**src/hdl/icon_slot_table_macros.svh**
```systemverilog
// Assertion macros for the icon slot table.
`ifndef ICON_SLOT_TABLE_MACROS_SVH
`define ICON_SLOT_TABLE_MACROS_SVH

// Same-cycle implication, sampled on clk, off during rst.
`define ISL_ASSERT_NOW(lbl, ante, cons, msg) \
  lbl: assert property (@(posedge clk) disable iff (rst) (ante) |-> (cons)) else $error(msg);

// Next-cycle implication, sampled on clk, off during rst.
`define ISL_ASSERT_NEXT(lbl, ante, cons, msg) \
  lbl: assert property (@(posedge clk) disable iff (rst) (ante) |=> (cons)) else $error(msg);

`endif

```
**src/hdl/isl_pkg.sv**
```systemverilog
// Shared types and constants of the icon slot table.
package isl_pkg;

  localparam int unsigned OP_W   = 2;
  localparam int unsigned ID_W   = 16;
  localparam int unsigned SLOT_W = 6;

  localparam logic [OP_W-1:0] OP_LOOKUP  = 2'd0;
  localparam logic [OP_W-1:0] OP_RELEASE = 2'd1;
  localparam logic [OP_W-1:0] OP_CLEAR   = 2'd2;

  localparam logic [ID_W-1:0] EMPTY_ID = 16'hFFFF;

  // Controller to datapath
  typedef struct packed {
    logic start;   // latch the request, rewind the scan
    logic scan;    // issue one table read, advance the address
    logic finish;  // apply the update, load the result register
  } cmd_t;

  // Datapath to controller
  typedef struct packed {
    logic need_scan;   // incoming request must search the table
    logic last_issue;  // current read address is the last slot
    logic out_free;    // result register can take a new item
  } sts_t;

endpackage

```
**src/hdl/isl_if.sv**
```systemverilog
// Request and response channel interfaces of the icon slot table.
interface isl_req_if;
  logic                        valid;
  logic                        ready;
  logic [isl_pkg::OP_W-1:0]    opcode;
  logic [isl_pkg::ID_W-1:0]    icon_id;

  modport source (output valid, output opcode, output icon_id, input ready);
  modport sink (input valid, input opcode, input icon_id, output ready);
endinterface

interface isl_rsp_if;
  logic                        valid;
  logic                        ready;
  logic [isl_pkg::SLOT_W-1:0]  slot_number;
  logic                        hit;
  logic                        newly_allocated;
  logic                        table_full;

  modport source (output valid, output slot_number, output hit, output newly_allocated,
                  output table_full, input ready);
  modport sink (input valid, input slot_number, input hit, input newly_allocated,
                input table_full, output ready);
endinterface

```
**src/hdl/isl_ctrl.sv**
```systemverilog
// Controller state machine of the icon slot table.
module isl_ctrl (
  input  logic           clk,
  input  logic           rst,
  input  logic           in_valid,
  output logic           in_ready,
  input  isl_pkg::sts_t  sts,
  output isl_pkg::cmd_t  cmd
);

  localparam logic [1:0] ST_IDLE   = 2'd0;
  localparam logic [1:0] ST_SCAN   = 2'd1;
  localparam logic [1:0] ST_DRAIN  = 2'd2;
  localparam logic [1:0] ST_FINISH = 2'd3;

  logic [1:0] state;
  logic [1:0] state_next;

  always_ff @(posedge clk) begin
    if (rst) begin
      state <= ST_IDLE;
    end else begin
      state <= state_next;
    end
  end

  always_comb begin
    state_next = state;
    cmd        = '0;
    in_ready   = 1'b0;
    unique case (state)
      ST_IDLE: begin
        in_ready = 1'b1;
        if (in_valid) begin
          cmd.start  = 1'b1;
          state_next = sts.need_scan ? ST_SCAN : ST_FINISH;
        end
      end
      ST_SCAN: begin
        cmd.scan = 1'b1;
        if (sts.last_issue) begin
          state_next = ST_DRAIN;
        end
      end
      ST_DRAIN: begin
        // let the last read reach the compare stage
        state_next = ST_FINISH;
      end
      ST_FINISH: begin
        if (sts.out_free) begin
          cmd.finish = 1'b1;
          state_next = ST_IDLE;
        end
      end
      default: begin
        state_next = ST_IDLE;
      end
    endcase
  end

endmodule

```
**src/hdl/isl_dpath.sv**
```systemverilog
// Datapath of the icon slot table: slot memory, scan, compare and result register.
module isl_dpath #(
  parameter int unsigned SLOT_COUNT = 32
) (
  input  logic                        clk,
  input  logic                        rst,
  input  isl_pkg::cmd_t               cmd,
  output isl_pkg::sts_t               sts,
  input  logic [isl_pkg::OP_W-1:0]    in_opcode,
  input  logic [isl_pkg::ID_W-1:0]    in_icon_id,
  output logic                        out_valid,
  input  logic                        out_ready,
  output logic [isl_pkg::SLOT_W-1:0]  out_slot_number,
  output logic                        out_hit,
  output logic                        out_newly_allocated,
  output logic                        out_table_full
);

  localparam int unsigned IW = (SLOT_COUNT > 1) ? $clog2(SLOT_COUNT) : 1;
  localparam int unsigned SW = (IW + 1 > isl_pkg::SLOT_W) ? IW + 1 : isl_pkg::SLOT_W;

  logic [isl_pkg::ID_W-1:0] mem [SLOT_COUNT];
  logic [SLOT_COUNT-1:0]    occ;

  logic [isl_pkg::OP_W-1:0] req_op;
  logic [isl_pkg::ID_W-1:0] req_id;
  logic                     req_act;

  logic [IW-1:0]            rd_addr;
  logic [isl_pkg::ID_W-1:0] rd_data;
  logic                     rd_occ;
  logic [IW-1:0]            cmp_idx;
  logic                     cmp_live;

  logic                     match_found;
  logic [IW-1:0]            match_idx;
  logic                     free_found;
  logic [IW-1:0]            free_idx;

  logic                     res_hit;
  logic                     res_alloc;
  logic                     res_full;
  logic                     res_release;
  logic [IW-1:0]            res_idx;
  logic [SW-1:0]            res_sum;

  assign sts.need_scan  = ((in_opcode == isl_pkg::OP_LOOKUP) ||
                           (in_opcode == isl_pkg::OP_RELEASE)) &&
                          (in_icon_id != isl_pkg::EMPTY_ID);
  assign sts.last_issue = (rd_addr == IW'(SLOT_COUNT - 1));
  assign sts.out_free   = !out_valid || out_ready;

  // Hold the request
  always_ff @(posedge clk) begin
    if (cmd.start) begin
      req_op  <= in_opcode;
      req_id  <= in_icon_id;
      req_act <= sts.need_scan;
    end
  end

  // Read port and scan address
  always_ff @(posedge clk) begin
    if (cmd.start) begin
      rd_addr <= '0;
    end else if (cmd.scan) begin
      rd_addr <= rd_addr + IW'(1);
    end
    if (cmd.scan) begin
      rd_data <= mem[rd_addr];
      rd_occ  <= occ[rd_addr];
      cmp_idx <= rd_addr;
    end
  end

  always_ff @(posedge clk) begin
    if (rst) begin
      cmp_live <= 1'b0;
    end else begin
      cmp_live <= cmd.scan;
    end
  end

  // Compare stage: keep the lowest match and the lowest empty slot
  always_ff @(posedge clk) begin
    if (rst || cmd.start) begin
      match_found <= 1'b0;
      free_found  <= 1'b0;
    end else if (cmp_live) begin
      if (!match_found && rd_occ && (rd_data == req_id)) begin
        match_found <= 1'b1;
        match_idx   <= cmp_idx;
      end
      if (!free_found && !rd_occ) begin
        free_found <= 1'b1;
        free_idx   <= cmp_idx;
      end
    end
  end

  assign res_hit     = req_act && match_found;
  assign res_alloc   = req_act && (req_op == isl_pkg::OP_LOOKUP) && !match_found && free_found;
  assign res_full    = req_act && (req_op == isl_pkg::OP_LOOKUP) && !match_found && !free_found;
  assign res_release = res_hit && (req_op == isl_pkg::OP_RELEASE);
  assign res_idx     = res_hit ? match_idx : free_idx;
  assign res_sum     = SW'(res_idx) + SW'(1);

  // Write port
  always_ff @(posedge clk) begin
    if (cmd.finish && res_alloc) begin
      mem[free_idx] <= req_id;
    end
  end

  // Occupancy bits: set on allocation, cleared by release-one, all cleared at reset and by release-all
  always_ff @(posedge clk) begin
    if (rst) begin
      occ <= '0;
    end else if (cmd.finish) begin
      if (req_op == isl_pkg::OP_CLEAR) begin
        occ <= '0;
      end else if (res_alloc) begin
        occ[free_idx] <= 1'b1;
      end else if (res_release) begin
        occ[match_idx] <= 1'b0;
      end
    end
  end

  // Result register
  always_ff @(posedge clk) begin
    if (rst) begin
      out_valid <= 1'b0;
    end else if (cmd.finish) begin
      out_valid <= 1'b1;
    end else if (out_ready) begin
      out_valid <= 1'b0;
    end
  end

  always_ff @(posedge clk) begin
    if (cmd.finish) begin
      out_slot_number     <= (res_hit || res_alloc) ? res_sum[isl_pkg::SLOT_W-1:0] : '0;
      out_hit             <= res_hit;
      out_newly_allocated <= res_alloc;
      out_table_full      <= res_full;
    end
  end

endmodule

```
**src/hdl/icon_slot_table.sv**
```systemverilog
// Top level of the icon slot table: controller, datapath and checks.
//
// Usage
//   req carries one item per handshake: opcode (lookup/allocate, release one,
//   release all) and a 16-bit icon_id. rsp returns exactly one item per
//   request: slot_number (1-based, 0 for none), hit, newly_allocated and
//   table_full. Both channels move an item when valid and ready are high.
// Sequence
//   Lookup and release-one scan the slot memory one slot per cycle through
//   its single read port; a drain state lets the last read reach the compare
//   stage, then the finish step registers the result, and the next request
//   is taken only after that, so a new item waits until the last is finished.
//   Release-all and requests that do nothing skip the scan and go to finish.
// Reset
//   rst (synchronous) clears the occupancy bits, so every slot reads empty
//   at once; no clearing pass is needed.
// Stalls
//   A waiting result sits in the output register while the next request is
//   accepted and scanned; the finish step holds until rsp drains.
module icon_slot_table #(
  parameter int unsigned SLOT_COUNT = 32
) (
  input  logic   clk,
  input  logic   rst,
  isl_req_if.sink   req,
  isl_rsp_if.source rsp
);

`include "icon_slot_table_macros.svh"

  isl_pkg::cmd_t cmd;
  isl_pkg::sts_t sts;

  // Sequencer: idle, scan, drain the compare stage, finish
  isl_ctrl u_ctrl (
    .clk      (clk),
    .rst      (rst),
    .in_valid (req.valid),
    .in_ready (req.ready),
    .sts      (sts),
    .cmd      (cmd)
  );

  // Slot memory, occupancy bits, compare stage and result register
  isl_dpath #(
    .SLOT_COUNT (SLOT_COUNT)
  ) u_dpath (
    .clk                 (clk),
    .rst                 (rst),
    .cmd                 (cmd),
    .sts                 (sts),
    .in_opcode           (req.opcode),
    .in_icon_id          (req.icon_id),
    .out_valid           (rsp.valid),
    .out_ready           (rsp.ready),
    .out_slot_number     (rsp.slot_number),
    .out_hit             (rsp.hit),
    .out_newly_allocated (rsp.newly_allocated),
    .out_table_full      (rsp.table_full)
  );

  // At most one outcome flag per result item
  `ISL_ASSERT_NOW(a_flags_excl, rsp.valid,
    $onehot0({rsp.hit, rsp.newly_allocated, rsp.table_full}), "result flags overlap")
  // A full table reports no slot
  `ISL_ASSERT_NOW(a_full_no_slot, rsp.valid && rsp.table_full,
    rsp.slot_number == '0, "table_full with nonzero slot_number")
  // Found or claimed slots are never zero while numbers cannot wrap
  `ISL_ASSERT_NOW(a_slot_nonzero,
    (SLOT_COUNT < 64) && rsp.valid && (rsp.hit || rsp.newly_allocated),
    rsp.slot_number != '0, "hit or allocation with slot_number zero")
  // An accepted item keeps the block busy for the next cycle
  `ISL_ASSERT_NEXT(a_busy_after_accept, req.valid && req.ready,
    !req.ready, "request taken while previous item in progress")

endmodule
```
**src/flat_wrapper.sv**
```systemverilog
// flat-port wrapper written by rule: the top's interface ports become plain ports
module icon_slot_table_flat 
#(
  parameter int unsigned SLOT_COUNT = 32
)
  (clk, rst, req_valid, req_opcode, req_icon_id, req_ready, rsp_valid, rsp_slot_number, rsp_hit, rsp_newly_allocated, rsp_table_full, rsp_ready);
  isl_req_if req_i ();
  isl_rsp_if rsp_i ();
  input  logic clk;
  input  logic rst;
  input wire logic [$bits(req_i.valid)-1:0] req_valid;
  input wire logic [$bits(req_i.opcode)-1:0] req_opcode;
  input wire logic [$bits(req_i.icon_id)-1:0] req_icon_id;
  output wire logic [$bits(req_i.ready)-1:0] req_ready;
  output wire logic [$bits(rsp_i.valid)-1:0] rsp_valid;
  output wire logic [$bits(rsp_i.slot_number)-1:0] rsp_slot_number;
  output wire logic [$bits(rsp_i.hit)-1:0] rsp_hit;
  output wire logic [$bits(rsp_i.newly_allocated)-1:0] rsp_newly_allocated;
  output wire logic [$bits(rsp_i.table_full)-1:0] rsp_table_full;
  input wire logic [$bits(rsp_i.ready)-1:0] rsp_ready;
  assign req_i.valid = req_valid;
  assign req_i.opcode = req_opcode;
  assign req_i.icon_id = req_icon_id;
  assign req_ready = req_i.ready;
  assign rsp_valid = rsp_i.valid;
  assign rsp_slot_number = rsp_i.slot_number;
  assign rsp_hit = rsp_i.hit;
  assign rsp_newly_allocated = rsp_i.newly_allocated;
  assign rsp_table_full = rsp_i.table_full;
  assign rsp_i.ready = rsp_ready;
  icon_slot_table #(.SLOT_COUNT(SLOT_COUNT)) u_core (.clk(clk), .rst(rst), .req(req_i), .rsp(rsp_i));
endmodule
```
**config.mk**
```make
export PLATFORM = sky130hd
export DESIGN_NAME = icon_slot_table_flat
export DESIGN_NICKNAME = d
export VERILOG_FILES = /design/src/hdl/isl_pkg.sv /design/src/hdl/isl_if.sv /design/src/hdl/isl_ctrl.sv /design/src/hdl/isl_dpath.sv /design/src/hdl/icon_slot_table.sv /design/src/flat_wrapper.sv
export VERILOG_INCLUDE_DIRS = /design/src /design/src/hdl
export SDC_FILE = /design/constraint.sdc
export NUM_CORES = 1
export LEC_CHECK = 0
export BUFFER_PORTS_ARGS = -buffer_cell sky130_fd_sc_hd__buf_2
export CAP_MARGIN = 10
export CORE_AREA = 4 4 267 269
export DETAILED_ROUTE_END_ITERATION = 8
export DIE_AREA = 0 0 271 273
export SLEW_MARGIN = 25
export SYNTH_ARGS = -nofsm -noshare
export SYNTH_HDL_FRONTEND = slang
export SYNTH_SLANG_ARGS = --single-unit
```
**constraint.sdc**
```tcl
create_clock -name clk -period 2.6 [get_ports clk]
set_input_delay 0 -clock clk [delete_from_list [all_inputs] [get_ports clk]]
set_output_delay 0 -clock clk [all_outputs]
set_load 0.05 [all_outputs]
```
# == Yosys cells after proc, flatten, opt, wreduce, memory -nomap -nowiden ==
# Memory sizes are Yosys's and may differ from the RTL's. A register that Yosys moved wholly into a read port is not among the register bits.
# Index checks and enable logic that the tools add are counted.
# op_classes
n_addsub,2
n_lt_le_gt_ge,5
eq_ne,12
muxes,25
bitwise_logic,4
n_reduce_logical,32
# ops
op,count
two-way mux 32 bit,3
AND 32 bit,1
NOT 32 bit,1
bitwise OR 32 bit,1
less-than comparator 5 x 6 -> 1 bit (second input constant),3
== test 16 bit,1
inequality test 16 bit (second input constant),1
logical AND 1 bit,13
two-way mux 1 bit,13
demux 1 bit (select 5 bit),2
greater-or-equal comparator 5 x 1 -> 1 bit (second input constant),2
AND reduction 3 bit,3
two-way mux 2 bit,4
case mux 2 bit (4 select lines),1
adder 5 x 1 -> 6 bit (second input constant),1
== test 2 x 1 -> 1 bit (second input constant),3
== test 2 bit (second input constant),3
zero test 2 bit,3
AND reduction 2 bit,3
adder 5 x 1 -> 5 bit (second input constant),1
binary-select mux 1 bit (select 5 bit),1
== test 5 bit (second input constant),1
two-way mux 5 bit,1
zero test 1 bit,4
6 further kinds,10
# totals
reg_bits,87
ram_bits,512
in_bits,22
memories,1
# mem_list
memory,words,width,rd,rd_clocked_by_memory_dff,write_ports,line,text
u_core.u_dpath.mem,32,16,1,1,1,isl_dpath.sv:22,logic [isl_pkg::ID_W-1:0] mem [SLOT_COUNT];

# == Logic depth before layout (Yosys ltp) ==
# Gate-level depths: netlist (run 1).
# depth
word_depth,9
depth_mapped,8
depth_no_buf,7

# == Hierarchy ==
# Synthesis (run 1) repeated with hierarchy kept, for this count alone.
# unflattened
cells_unflattened,1268
hier_area_um2,24178.2
# modules_own_cells
module,instances,cells_each,area_each_um2,seq_area_each_um2
isl_dpath,1,1245,23943.0,17997.3
isl_ctrl,1,23,235.2,40.0

# == Worst setup path before layout (run 1) ==
# OpenSTA, ideal clock, no wires.
# synth_path
kind,register to register
start,reg u_core.u_dpath.req_op[0] (netlist bit)
end,"mem u_core.u_dpath.mem[1][0] (netlist bit), enable pin"
arrival_ns,2.444
slack_ns,-0.256
stages_incl_launch_ff,5
n_path_buf,1
path_cell_list,edfxtp_1 nor4b_4 nand4b_4 buf_6 nor3_1
# synth_between
elab_chain_cells,7
# synth_lines
element,line,text
start: declaration,isl_dpath.sv:25,logic [isl_pkg::OP_W-1:0] req_op;
start signal: assignment,isl_dpath.sv:56,req_op <= in_opcode;
zero test 2 bit,isl_dpath.sv:102,assign res_alloc = req_act && (req_op == isl_pkg::OP_LOOKUP) && !match_found && free_found;
logical AND 1 bit (3 in series),isl_dpath.sv:102,
logical AND 1 bit,isl_dpath.sv:110,if (cmd.finish && res_alloc) begin
two-way mux 1 bit,isl_dpath.sv:110,
two-way mux 1 bit (implied by the code),isl_dpath.sv:111,mem[free_idx] <= req_id;
end: declaration,isl_dpath.sv:22,
# Every way passes these cells.

==> impl_results.html, run 1 <==
<table>
<tr><th>Metric</th><th>Value</th></tr>
<tr><th colspan="2">Place</th></tr>
<tr><td>Number of port buffers</td><td>32</td></tr>
<tr><td>Routability-driven placement congestion ratio</td><td>roughly 0.8</td></tr>
<tr><td>Dpl ws</td><td>about 0.17 ns</td></tr>
<tr><td>Half-perimeter wire length after placement</td><td>approximately 37000 um</td></tr>
<tr><td>Placed standard-cell area</td><td>26200 sq um</td></tr>
<tr><th colspan="2">Final layout</th></tr>
<tr><td>Leading cell types in the layout, fill and taps excluded</td><td>572 x edfxtp_1, 102 x mux4_2, 88 x buf_4</td></tr>
<tr><td>Commonest non-fill, non-tap cell in the layout</td><td>edfxtp_1</td></tr>
<tr><td>Count of nets after finishing</td><td>1451</td></tr>
<tr><td>Fraction of the core area covered by cells at the end of the flow</td><td>0.413</td></tr>
<tr><td>Final Instance Area</td><td>28300 sq um</td></tr>
<tr><td>Area grow syn2layout</td><td>18.2%</td></tr>
<tr><td>Proportion of layout cells with a drive suffix above 1</td><td>0.258</td></tr>
<tr><th colspan="2">Power and ir drop</th></tr>
<tr><td>Pwr dens</td><td>859 nW/um^2</td></tr>
<tr><td>Clk pwr share</td><td>0.354</td></tr>
<tr><td>Net switching share of the total power</td><td>0.254</td></tr>
<tr><td>Share of total power in sequential cells</td><td>0.491</td></tr>
<tr><td>IR Drop Worst-Case VDD</td><td>between 600 and 700 uV</td></tr>
<tr><td>Internal power summed over all cells</td><td>roughly 18 mW</td></tr>
<tr><td>Combinational power share</td><td>0.155</td></tr>
<tr><td>Leakage power total</td><td>between 8 and 9 nW</td></tr>
<tr><td>Net load switching power</td><td>a little over 6 mW</td></tr>
<tr><td>Total power</td><td>24.3 mW</td></tr>
<tr><th colspan="2">Worst setup path</th></tr>
<tr><td>Delay of the slowest critical-path stage</td><td>approximately 0.68 ns</td></tr>
<tr><td>Critical Path RT</td><td>a little under 3 ns</td></tr>
<tr><td>Arr. time, crit path</td><td>2.72 ns</td></tr>
<tr><td>Largest fanout of any net on the critical path</td><td>17</td></tr>
<tr><td>Type of the worst setup path</td><td>reg2reg</td></tr>
<tr><td>Cell chain of the critical path</td><td>buf_12 -&gt; mux4_2 -&gt; a2111oi_0 -&gt; a21oi_1</td></tr>
<tr><td>Top delay family on crit path</td><td>compound AO/OA/AOI/OAI gates</td></tr>
<tr><td>Kind of start point of the critical path</td><td>flop</td></tr>
<tr><td>Depth of the most critical reg-to-reg path</td><td>4</td></tr>
<tr><td>CP bufs+invs</td><td>1</td></tr>
<tr><td>Critical Path Sink Type</td><td>flop</td></tr>
<tr><td>Cell with the largest stage delay on the worst path</td><td>a2111oi_0</td></tr>
<tr><td>Logic depth of the worst setup path including buffers</td><td>4</td></tr>
<tr><th colspan="2">Clock network</th></tr>
<tr><td>CTS Sinks</td><td>approximately 620</td></tr>
<tr><td>H-tree level count</td><td>2</td></tr>
<tr><td>Number of hold buffers added after CTS</td><td>21</td></tr>
<tr><td>Total of cells resized after clock tree synthesis</td><td>0</td></tr>
<tr><td>Clock latency reported for the late side of the worst-skew pair</td><td>slightly above 0.6 ns</td></tr>
<tr><td>Worst-path clk slew</td><td>approximately 0.06 ns</td></tr>
<tr><td>TritonCTS clock tree</td><td>done</td></tr>
<tr><td>Inserted Clock Buffers</td><td>60</td></tr>
<tr><td>Worst-case clock buffer depth</td><td>3</td></tr>
<tr><td>Number of post-CTS setup repair buffers</td><td>0</td></tr>
<tr><td>Root buffer cell</td><td>clkbuf_16</td></tr>
<tr><th colspan="2">Route</th></tr>
<tr><td>Avg Vias per Cell</td><td>approximately 5.3</td></tr>
<tr><td>Routed via count</td><td>roughly 13000</td></tr>
<tr><td>Post-DR wirelength/cell</td><td>~25 um</td></tr>
<tr><td>Number of remaining DRC errors</td><td>0</td></tr>
<tr><td>DRT Pass-1 Iters</td><td>5</td></tr>
<tr><td>Starting DRT DRC Count</td><td>1265</td></tr>
<tr><td>Final antenna-violating net count</td><td>0</td></tr>
<tr><td>Detailed-route wire length</td><td>just under 60000 um</td></tr>
<tr><th colspan="2">GRT</th></tr>
<tr><td>Pin count of the biggest net entering global routing</td><td>38</td></tr>
<tr><td>Initial antenna violation count</td><td>2</td></tr>
<tr><td>Wire length of the first global-routing pass</td><td>roughly 87000 um</td></tr>
<tr><td>Global-route total usage across every layer</td><td>0.159</td></tr>
<tr><td>Via count of the first global-routing pass</td><td>between 10000 and 15000</td></tr>
<tr><td>Remaining Overflow, GRT</td><td>0</td></tr>
<tr><th colspan="2">STA</th></tr>
<tr><td>Slew at the pin closest to its max-slew limit</td><td>between 0.7 and 0.8 ns</td></tr>
<tr><td>Worst clock skew on the final layout</td><td>0.0186 ns</td></tr>
<tr><td>Final WS setup</td><td>0.220 ns</td></tr>
<tr><td>Final worst path period need</td><td>around 2.4 ns</td></tr>
<tr><td>Share of the clock period used by the worst path</td><td>0.916</td></tr>
<tr><td>Number of max-slew violations in the final report</td><td>0</td></tr>
<tr><td>Setup repair after global routing missed its margin</td><td>false</td></tr>
<tr><td>Highest attainable clock frequency</td><td>around 0.42 GHz</td></tr>
<tr><td>Setup Viol. Count Final</td><td>0</td></tr>
<tr><td>Hold violation count in the final report</td><td>0</td></tr>
<tr><td>Max-slew headroom</td><td>0.506</td></tr>
<tr><th colspan="2">Floorplan</th></tr>
<tr><td>DIE WIDTH</td><td>between 200 and 300 um</td></tr>
<tr><td>I/O pins</td><td>33</td></tr>
<tr><td>Core Footprint</td><td>approximately 69000 sq um</td></tr>
<tr><td>Die Height</td><td>between 200 and 300 um</td></tr>
<tr><td>Effective utilization at floorplan</td><td>0.350</td></tr>
<tr><td>Cell Rows</td><td>96</td></tr>
<tr><td>Area of the die</td><td>about 74000 sq um</td></tr>
<tr><th colspan="2">Yosys</th></tr>
<tr><td>Average cell area after synthesis</td><td>around 19 sq um</td></tr>
<tr><td>Number of library cell types mapped by synthesis</td><td>between 40 and 50</td></tr>
<tr><td>Seq/Total Area, Yosys</td><td>0.752</td></tr>
<tr><td>Post-synth top flop</td><td>edfxtp_1</td></tr>
<tr><td>Mapped Nets</td><td>1306</td></tr>
<tr><td>Number of instances in the synthesized netlist</td><td>1276</td></tr>
<tr><td>Count of state elements after synthesis</td><td>between 600 and 700</td></tr>
<tr><td>Ys async rst share</td><td>0</td></tr>
<tr><td>Number of flops mapped to enable cells by yosys</td><td>572</td></tr>
<tr><td>Cell area after synthesis</td><td>about 24000 sq um</td></tr>
<tr><td>Number of warnings issued by yosys</td><td>0</td></tr>
<tr><th colspan="2">Worst hold path</th></tr>
<tr><td>Hold crit path type</td><td>in2reg</td></tr>
<tr><td>Min-Delay Path Depth</td><td>2</td></tr>
<tr><th colspan="2">Status</th></tr>
<tr><td>Status</td><td>complete, no violations</td></tr>
<tr><th colspan="2">Job</th></tr>
<tr><td>Max-capacitance violation count</td><td>0</td></tr>
</table>
[cells in the mapped netlist (2+ instances only)]
library cell	instances	area share
o21ai_0	2	0.00042
a2111oi_0	17	0.0062
nor4_1	2	0.00052
nand2_1	34	0.0053
inv_1	8	0.0013
o221ai_1	19	0.0069
mux4_2	102	0.096
nor2b_1	4	0.0010
nor3b_1	3	0.00094
buf_4	2	0.00063
xor2_1	7	0.0026
xnor2_1	16	0.0058
dfxtp_1	43	0.036
mux2i_1	70	0.029
nand4_1	10	0.0026
nand2b_1	7	0.0018
a211oi_1	4	0.0013
nand3b_1	4	0.0013
a21oi_1	62	0.013
nor3_2	6	0.0025
buf_1	4	0.00063
and2_1	2	0.00052
nor2_1	46	0.0072
and3_1	2	0.00052
nor3_1	53	0.011
a22o_1	18	0.0066
edfxtp_1	572	0.72
o22ai_1	29	0.0076
mux2_2	2	0.00094
ha_1	8	0.0042
nand3_1	6	0.0013
buf_6	6	0.0028
buf_2	31	0.0065
and3b_1	2	0.00073
a22oi_1	17	0.0053
a21boi_0	11	0.0034
clkbuf_1	36	0.0056
[through the flow]
step | setup TNS (ns) | std cells | hold slack [ns]
detailed placement | 0 | 2269 | 0.192
finish | 0 | 2404 | 0.113
global route | 0 | 2402 | 0.0852
global placement | 0 | 2269 | 0.190
floorplan | -118.36 | 1276 | 0.0989
CTS | 0 | 2402 | 0.0706
[flip-flops by register name, summed over array words and instances, names as in the netlist, 2 cells and up]
signal,flops
u_core.u_dpath.occ,32
u_core.u_dpath.free_idx,5
u_core.u_dpath.cmp_idx,5
u_core.u_dpath.match_idx,5
u_core.u_dpath.req_id,16
u_core.u_dpath.mem,512
u_core.u_dpath.rd_data,16
u_core.u_ctrl.state,2
u_core.u_dpath.rd_addr,5
u_core.u_dpath.req_op,2
u_core.u_dpath.out_slot_number,6
[cell type report]
type / count / area, sq um
inverter: 8 / 30.0
clock buffer: 75 / 1590
clock inverter: 37 / 355
antenna: 2 / 5.00
fill: 6027 / 40200
tap: 931 / 1160
timing repair buffer: 162 / 1450
sequential: 615 / 18000
multi-input combinational: 574 / 5700
[metal layers]
layer	GRT usage	wire, um
met1	0.212	24300
met2	0.261	28500
met3	0.0372	4700
met4	0.0470	1760
met5	0	7
[final timing paths]
check | start | slack, ns | endpoint
hold / removal | req_opcode[0] | 0.11 | u_core.u_dpath.req_op[0]
setup / recovery | u_core.u_dpath.rd_addr[0] | 0.22 | u_core.u_dpath.rd_data[8]
hold reg to reg | u_core.u_dpath.cmp_idx[3] | 0.45 | u_core.u_dpath.match_idx[3]
setup reg to reg | u_core.u_dpath.rd_addr[0] | 0.22 | u_core.u_dpath.rd_data[8]
[power groups by stage]
stage / logic (mW) / registers, mW / clock network [mW]
after CTS: 3.83 / 11.9 / 8.81
after floorplan: 2.28 / 12.2 / 0
after detailed placement: 3.80 / 12.2 / 0
after global routing: 4.06 / 12.0 / 9.24
final: 3.78 / 11.9 / 8.62
after global placement: 3.73 / 12.2 / 0
[kinds of logic after synthesis]
family                   share of synthesized area
flip-flops                                   0.752
AND/OR/NAND/NOR                             0.0406
AO/OA/AOI/OAI                               0.0515
multiplexers                                 0.126
buffers and inverters                       0.0174
XOR/XNOR                                   0.00840
adder cells (fa/ha/maj)                    0.00417
No activity file was read; power rests on OpenSTA's default activity.
==> run 2: changes to the inputs <==
--- a/config.mk
+++ b/config.mk
@@ -6,11 +6,14 @@
 export SDC_FILE = /design/constraint.sdc
 export NUM_CORES = 1
 export LEC_CHECK = 0
-export BUFFER_PORTS_ARGS = -buffer_cell sky130_fd_sc_hd__buf_2
+export BUFFER_PORTS_ARGS = -buffer_cell sky130_fd_sc_hd__buf_4
 export CAP_MARGIN = 10
+export CELL_PAD_IN_SITES_DETAIL_PLACEMENT = 1
+export CELL_PAD_IN_SITES_GLOBAL_PLACEMENT = 1
 export CORE_AREA = 4 4 267 269
 export DETAILED_ROUTE_END_ITERATION = 8
 export DIE_AREA = 0 0 271 273
+export PLACE_DENSITY_LB_ADDON = 0.1
 export SLEW_MARGIN = 25
 export SYNTH_ARGS = -nofsm -noshare
 export SYNTH_HDL_FRONTEND = slang
==> run 2 against run 1 <==
Critical path depth increased by 1. Sequential power barely moved. Worst hold slack improved by 0.014 ns. Combinational power is 14% higher. Register-to-register slack lost 0.07 ns. Via count decreased by 0.27%. Global-route usage rose by 2.6 points. Power up 6.0%. Die area unchanged. Flip-flop and latch count is the same. Routed wire length up 15%. Largest cell class unchanged. Largest power group unchanged. Highest routed layer is now met4.
==> impl_results.html, run 2 (synthesis gave the netlist of run 1 again) <==
<table>
<tr><th>Metric</th><th>Value</th></tr>
<tr><th colspan="2">Worst setup path</th></tr>
<tr><td>Depth of the most critical reg-to-reg path</td><td>5 (was 4)</td></tr>
<tr><td>Origin of the critical flop-to-flop path</td><td>u_core.u_dpath.rd_addr[2] (was u_core.u_dpath.rd_addr[0])</td></tr>
<tr><td>Critical Path RT</td><td>2.91 ns (was 2.94 ns)</td></tr>
<tr><td>R2r endpoint</td><td>u_core.u_dpath.rd_data[5] (was u_core.u_dpath.rd_data[8])</td></tr>
<tr><td>Kind of start point of the critical path</td><td>flop (unchanged)</td></tr>
<tr><td>Reg2Reg Setup Slack</td><td>0.15 ns (was 0.22 ns)</td></tr>
<tr><td>Type of the worst setup path</td><td>reg2reg (unchanged)</td></tr>
<tr><td>Arr. time, crit path</td><td>2.76 ns (was 2.72 ns)</td></tr>
<tr><td>Critical Path Sink Type</td><td>flop (unchanged)</td></tr>
<tr><td>Largest fanout of any net on the critical path</td><td>16 (was 17)</td></tr>
<tr><th colspan="2">Final layout</th></tr>
<tr><td>Leading cell types in the layout, fill and taps excluded</td><td>572 x edfxtp_1, 142 x buf_4, 102 x mux4_2 (was 572 x edfxtp_1, 102 x mux4_2, 88 x buf_4)</td></tr>
<tr><td>Area grow syn2layout</td><td>20.1% (was 18.2%)</td></tr>
<tr><td>Largest register FFs</td><td>512 (unchanged)</td></tr>
<tr><td>Count of nets after finishing</td><td>1481 (was 1451)</td></tr>
<tr><td>Largest reg by FF count</td><td>u_core.u_dpath.mem (unchanged)</td></tr>
<tr><td>Top flop regs</td><td>u_core.u_dpath.mem (512), u_core.u_dpath.occ (32) (unchanged)</td></tr>
<tr><td>Fraction of the core area covered by cells at the end of the flow</td><td>0.420 (was 0.413)</td></tr>
<tr><td>Commonest non-fill, non-tap cell in the layout</td><td>edfxtp_1 (unchanged)</td></tr>
<tr><td>Final Instance Area</td><td>28800 sq um (was 28300 sq um)</td></tr>
<tr><td>Proportion of layout cells with a drive suffix above 1</td><td>0.276 (was 0.258)</td></tr>
<tr><th colspan="2">Clock network</th></tr>
<tr><td>CTS Sinks</td><td>615 (unchanged)</td></tr>
<tr><td>TritonCTS clock tree</td><td>done (unchanged)</td></tr>
<tr><td>Root buffer cell</td><td>clkbuf_16 (unchanged)</td></tr>
<tr><td>Worst-case clock buffer depth</td><td>3 (unchanged)</td></tr>
<tr><td>Worst-path clk slew</td><td>0.06 ns (about the same)</td></tr>
<tr><td>Inserted Clock Buffers</td><td>70 (was 60)</td></tr>
<tr><td>Clock latency reported for the late side of the worst-skew pair</td><td>0.60 ns (was 0.62 ns)</td></tr>
<tr><td>H-tree level count</td><td>3 (was 2)</td></tr>
<tr><th colspan="2">STA</th></tr>
<tr><td>Worst clock skew on the final layout</td><td>0.0205 ns (was 0.0186 ns)</td></tr>
<tr><td>Slew at the pin closest to its max-slew limit</td><td>0.708 ns (was 0.741 ns)</td></tr>
<tr><td>Final worst path period need</td><td>2.45 ns (was 2.38 ns)</td></tr>
<tr><td>Highest attainable clock frequency</td><td>0.408 GHz (was 0.420 GHz)</td></tr>
<tr><td>Max-slew headroom</td><td>0.528 (was 0.506)</td></tr>
<tr><td>Setup repair after global routing missed its margin</td><td>false (unchanged)</td></tr>
<tr><td>Min Hold Slack</td><td>0.127 ns (was 0.113 ns)</td></tr>
<tr><td>Hold violation count in the final report</td><td>0 (unchanged)</td></tr>
<tr><td>Share of the clock period used by the worst path</td><td>0.942 (was 0.916)</td></tr>
<tr><td>Number of max-slew violations in the final report</td><td>0 (unchanged)</td></tr>
<tr><td>Total negative setup slack</td><td>0 ns (unchanged)</td></tr>
<tr><td>Setup Viol. Count Final</td><td>0 (unchanged)</td></tr>
<tr><th colspan="2">Route</th></tr>
<tr><td>Routed via count</td><td>12765 (was 12800)</td></tr>
<tr><td>Number of remaining DRC errors</td><td>0 (unchanged)</td></tr>
<tr><td>Avg Vias per Cell</td><td>5.24 (was 5.32)</td></tr>
<tr><td>DRT Pass-1 Iters</td><td>5 (unchanged)</td></tr>
<tr><td>Post-DR wirelength/cell</td><td>28.0 um (was 24.7 um)</td></tr>
<tr><td>Starting DRT DRC Count</td><td>894 (was 1265)</td></tr>
<tr><td>Detailed-route wire length</td><td>68200 um (was 59300 um)</td></tr>
<tr><td>Final antenna-violating net count</td><td>0 (unchanged)</td></tr>
<tr><th colspan="2">Power and ir drop</th></tr>
<tr><td>Total power</td><td>25.8 mW (was 24.3 mW)</td></tr>
<tr><td>Pwr dens</td><td>896 nW/um^2 (was 859 nW/um^2)</td></tr>
<tr><td>Internal power summed over all cells</td><td>18.9 mW (was 18.2 mW)</td></tr>
<tr><td>Leakage power total</td><td>9.15 nW (was 8.90 nW)</td></tr>
<tr><td>Net load switching power</td><td>6.90 mW (was 6.18 mW)</td></tr>
<tr><td>Combinational power share</td><td>0.167 (was 0.155)</td></tr>
<tr><td>IR Drop Worst-Case VDD</td><td>520 uV (was 680 uV)</td></tr>
<tr><td>Net switching share of the total power</td><td>0.267 (was 0.254)</td></tr>
<tr><td>Clk pwr share</td><td>0.367 (was 0.354)</td></tr>
<tr><td>Share of total power in sequential cells</td><td>0.466 (was 0.491)</td></tr>
<tr><th colspan="2">Worst hold path</th></tr>
<tr><td>Hold crit path type</td><td>in2reg (unchanged)</td></tr>
<tr><td>Hold endpoint</td><td>u_core.u_dpath.req_op[0] (unchanged)</td></tr>
<tr><td>Min-Delay Path Depth</td><td>2 (unchanged)</td></tr>
<tr><td>Startpoint of the most critical hold path</td><td>req_opcode[0] (unchanged)</td></tr>
<tr><th colspan="2">Place</th></tr>
<tr><td>Placed standard-cell area</td><td>26300 sq um (was 26200 sq um)</td></tr>
<tr><td>Routability-driven placement congestion ratio</td><td>0.757 (was 0.813)</td></tr>
<tr><td>Number of port buffers</td><td>32 (unchanged)</td></tr>
<tr><td>Half-perimeter wire length after placement</td><td>43800 um (was 36700 um)</td></tr>
<tr><th colspan="2">GRT</th></tr>
<tr><td>Initial antenna violation count</td><td>1 (was 2)</td></tr>
<tr><td>Remaining Overflow, GRT</td><td>0 (unchanged)</td></tr>
<tr><td>Pin count of the biggest net entering global routing</td><td>41 (was 38)</td></tr>
<tr><td>Global-route total usage across every layer</td><td>0.185 (was 0.159)</td></tr>
<tr><td>Via count of the first global-routing pass</td><td>13528 (was 13014)</td></tr>
<tr><td>Wire length of the first global-routing pass</td><td>99100 um (was 87300 um)</td></tr>
<tr><th colspan="2">Floorplan</th></tr>
<tr><td>Cell Rows</td><td>96 (unchanged)</td></tr>
<tr><td>Core Footprint</td><td>68600 sq um (unchanged)</td></tr>
<tr><td>DIE WIDTH</td><td>271 um (unchanged)</td></tr>
<tr><td>Effective utilization at floorplan</td><td>0.350 (unchanged)</td></tr>
<tr><td>Area of the die</td><td>74000 sq um (unchanged)</td></tr>
<tr><td>Die Height</td><td>273 um (unchanged)</td></tr>
<tr><td>I/O pins</td><td>33 (unchanged)</td></tr>
<tr><th colspan="2">Job</th></tr>
<tr><td>Max-capacitance violation count</td><td>0 (unchanged)</td></tr>
<tr><th colspan="2">Status</th></tr>
<tr><td>Status</td><td>complete, no violations (unchanged)</td></tr>
</table>
-- run 2: metal layers --
layer	track usage	vias up	wire (um)
met3	0.0292	64	2740
met5	0	-	0
met4	0.0413	0	976
met1	0.271	6878	32800
met2	0.293	242	31700
li1	-	5581	-
-- run 2: what timing repair did --
item / in CTS / in global routing
hold buffers: 22 / 0
gates resized for setup: 5 / 3
endpoints found under the hold margin: 61 / 0
buffers inserted: 1 / 0
setup endpoints to repair: 4 / 3
-- run 2: metrics by stage --
step,setup slack (ns),std cells
after floorplan,-0.256,1276
after global placement,-0.258,2287
after detailed placement,-0.248,2287
after CTS,0.0164,2436
after global routing,0.0196,2436
final,0.151,2437
-- run 2: cell type report --
class,count,area [sq um]
Fill cell,6581,39800
Tap cell,931,1160
Clock inverter,34,292
Antenna cell,1,2.50
Timing Repair Buffer,182,1650
Inverter,8,30.0
Sequential cell,615,18000
Multi-Input combinational cell,574,5730
Clock buffer,92,1900
-- run 2: worst max-delay path by stage --
| stage | startpoint | end | slack (ns) |
|---|---|---|---|
| after floorplan | u_core.u_dpath.req_op[0] | u_core.u_dpath.mem[0][0] | -0.26 |
| after global placement | u_core.u_dpath.rd_addr[0] | u_core.u_dpath.rd_data[14] | -0.26 |
| after detailed placement | u_core.u_dpath.rd_addr[0] | u_core.u_dpath.rd_data[14] | -0.25 |
| after CTS | u_core.u_dpath.rd_addr[2] | u_core.u_dpath.rd_data[6] | 0.02 |
| after global routing | u_core.u_dpath.rd_addr[1] | u_core.u_dpath.rd_data[10] | 0.02 |
| final | u_core.u_dpath.rd_addr[2] | u_core.u_dpath.rd_data[5] | 0.15 |
-- run 2: critical path: stages, from the launching register on --
cell     delay [ns]
dfxtp_4        0.56
buf_12         0.22
buf_4          0.30
mux4_2         0.34
a22oi_1        0.57
a21oi_1        0.15
-- run 2: power groups by stage --
stage / Clock, mW / Sequential, mW / Combinational [mW]
after floorplan: 0 / 12.2 / 2.28
final: 9.48 / 12.0 / 4.31
after detailed placement: 0 / 12.3 / 4.27
after global placement: 0 / 12.3 / 4.22
after global routing: 10.2 / 12.0 / 4.64
after CTS: 9.78 / 12.0 / 4.41
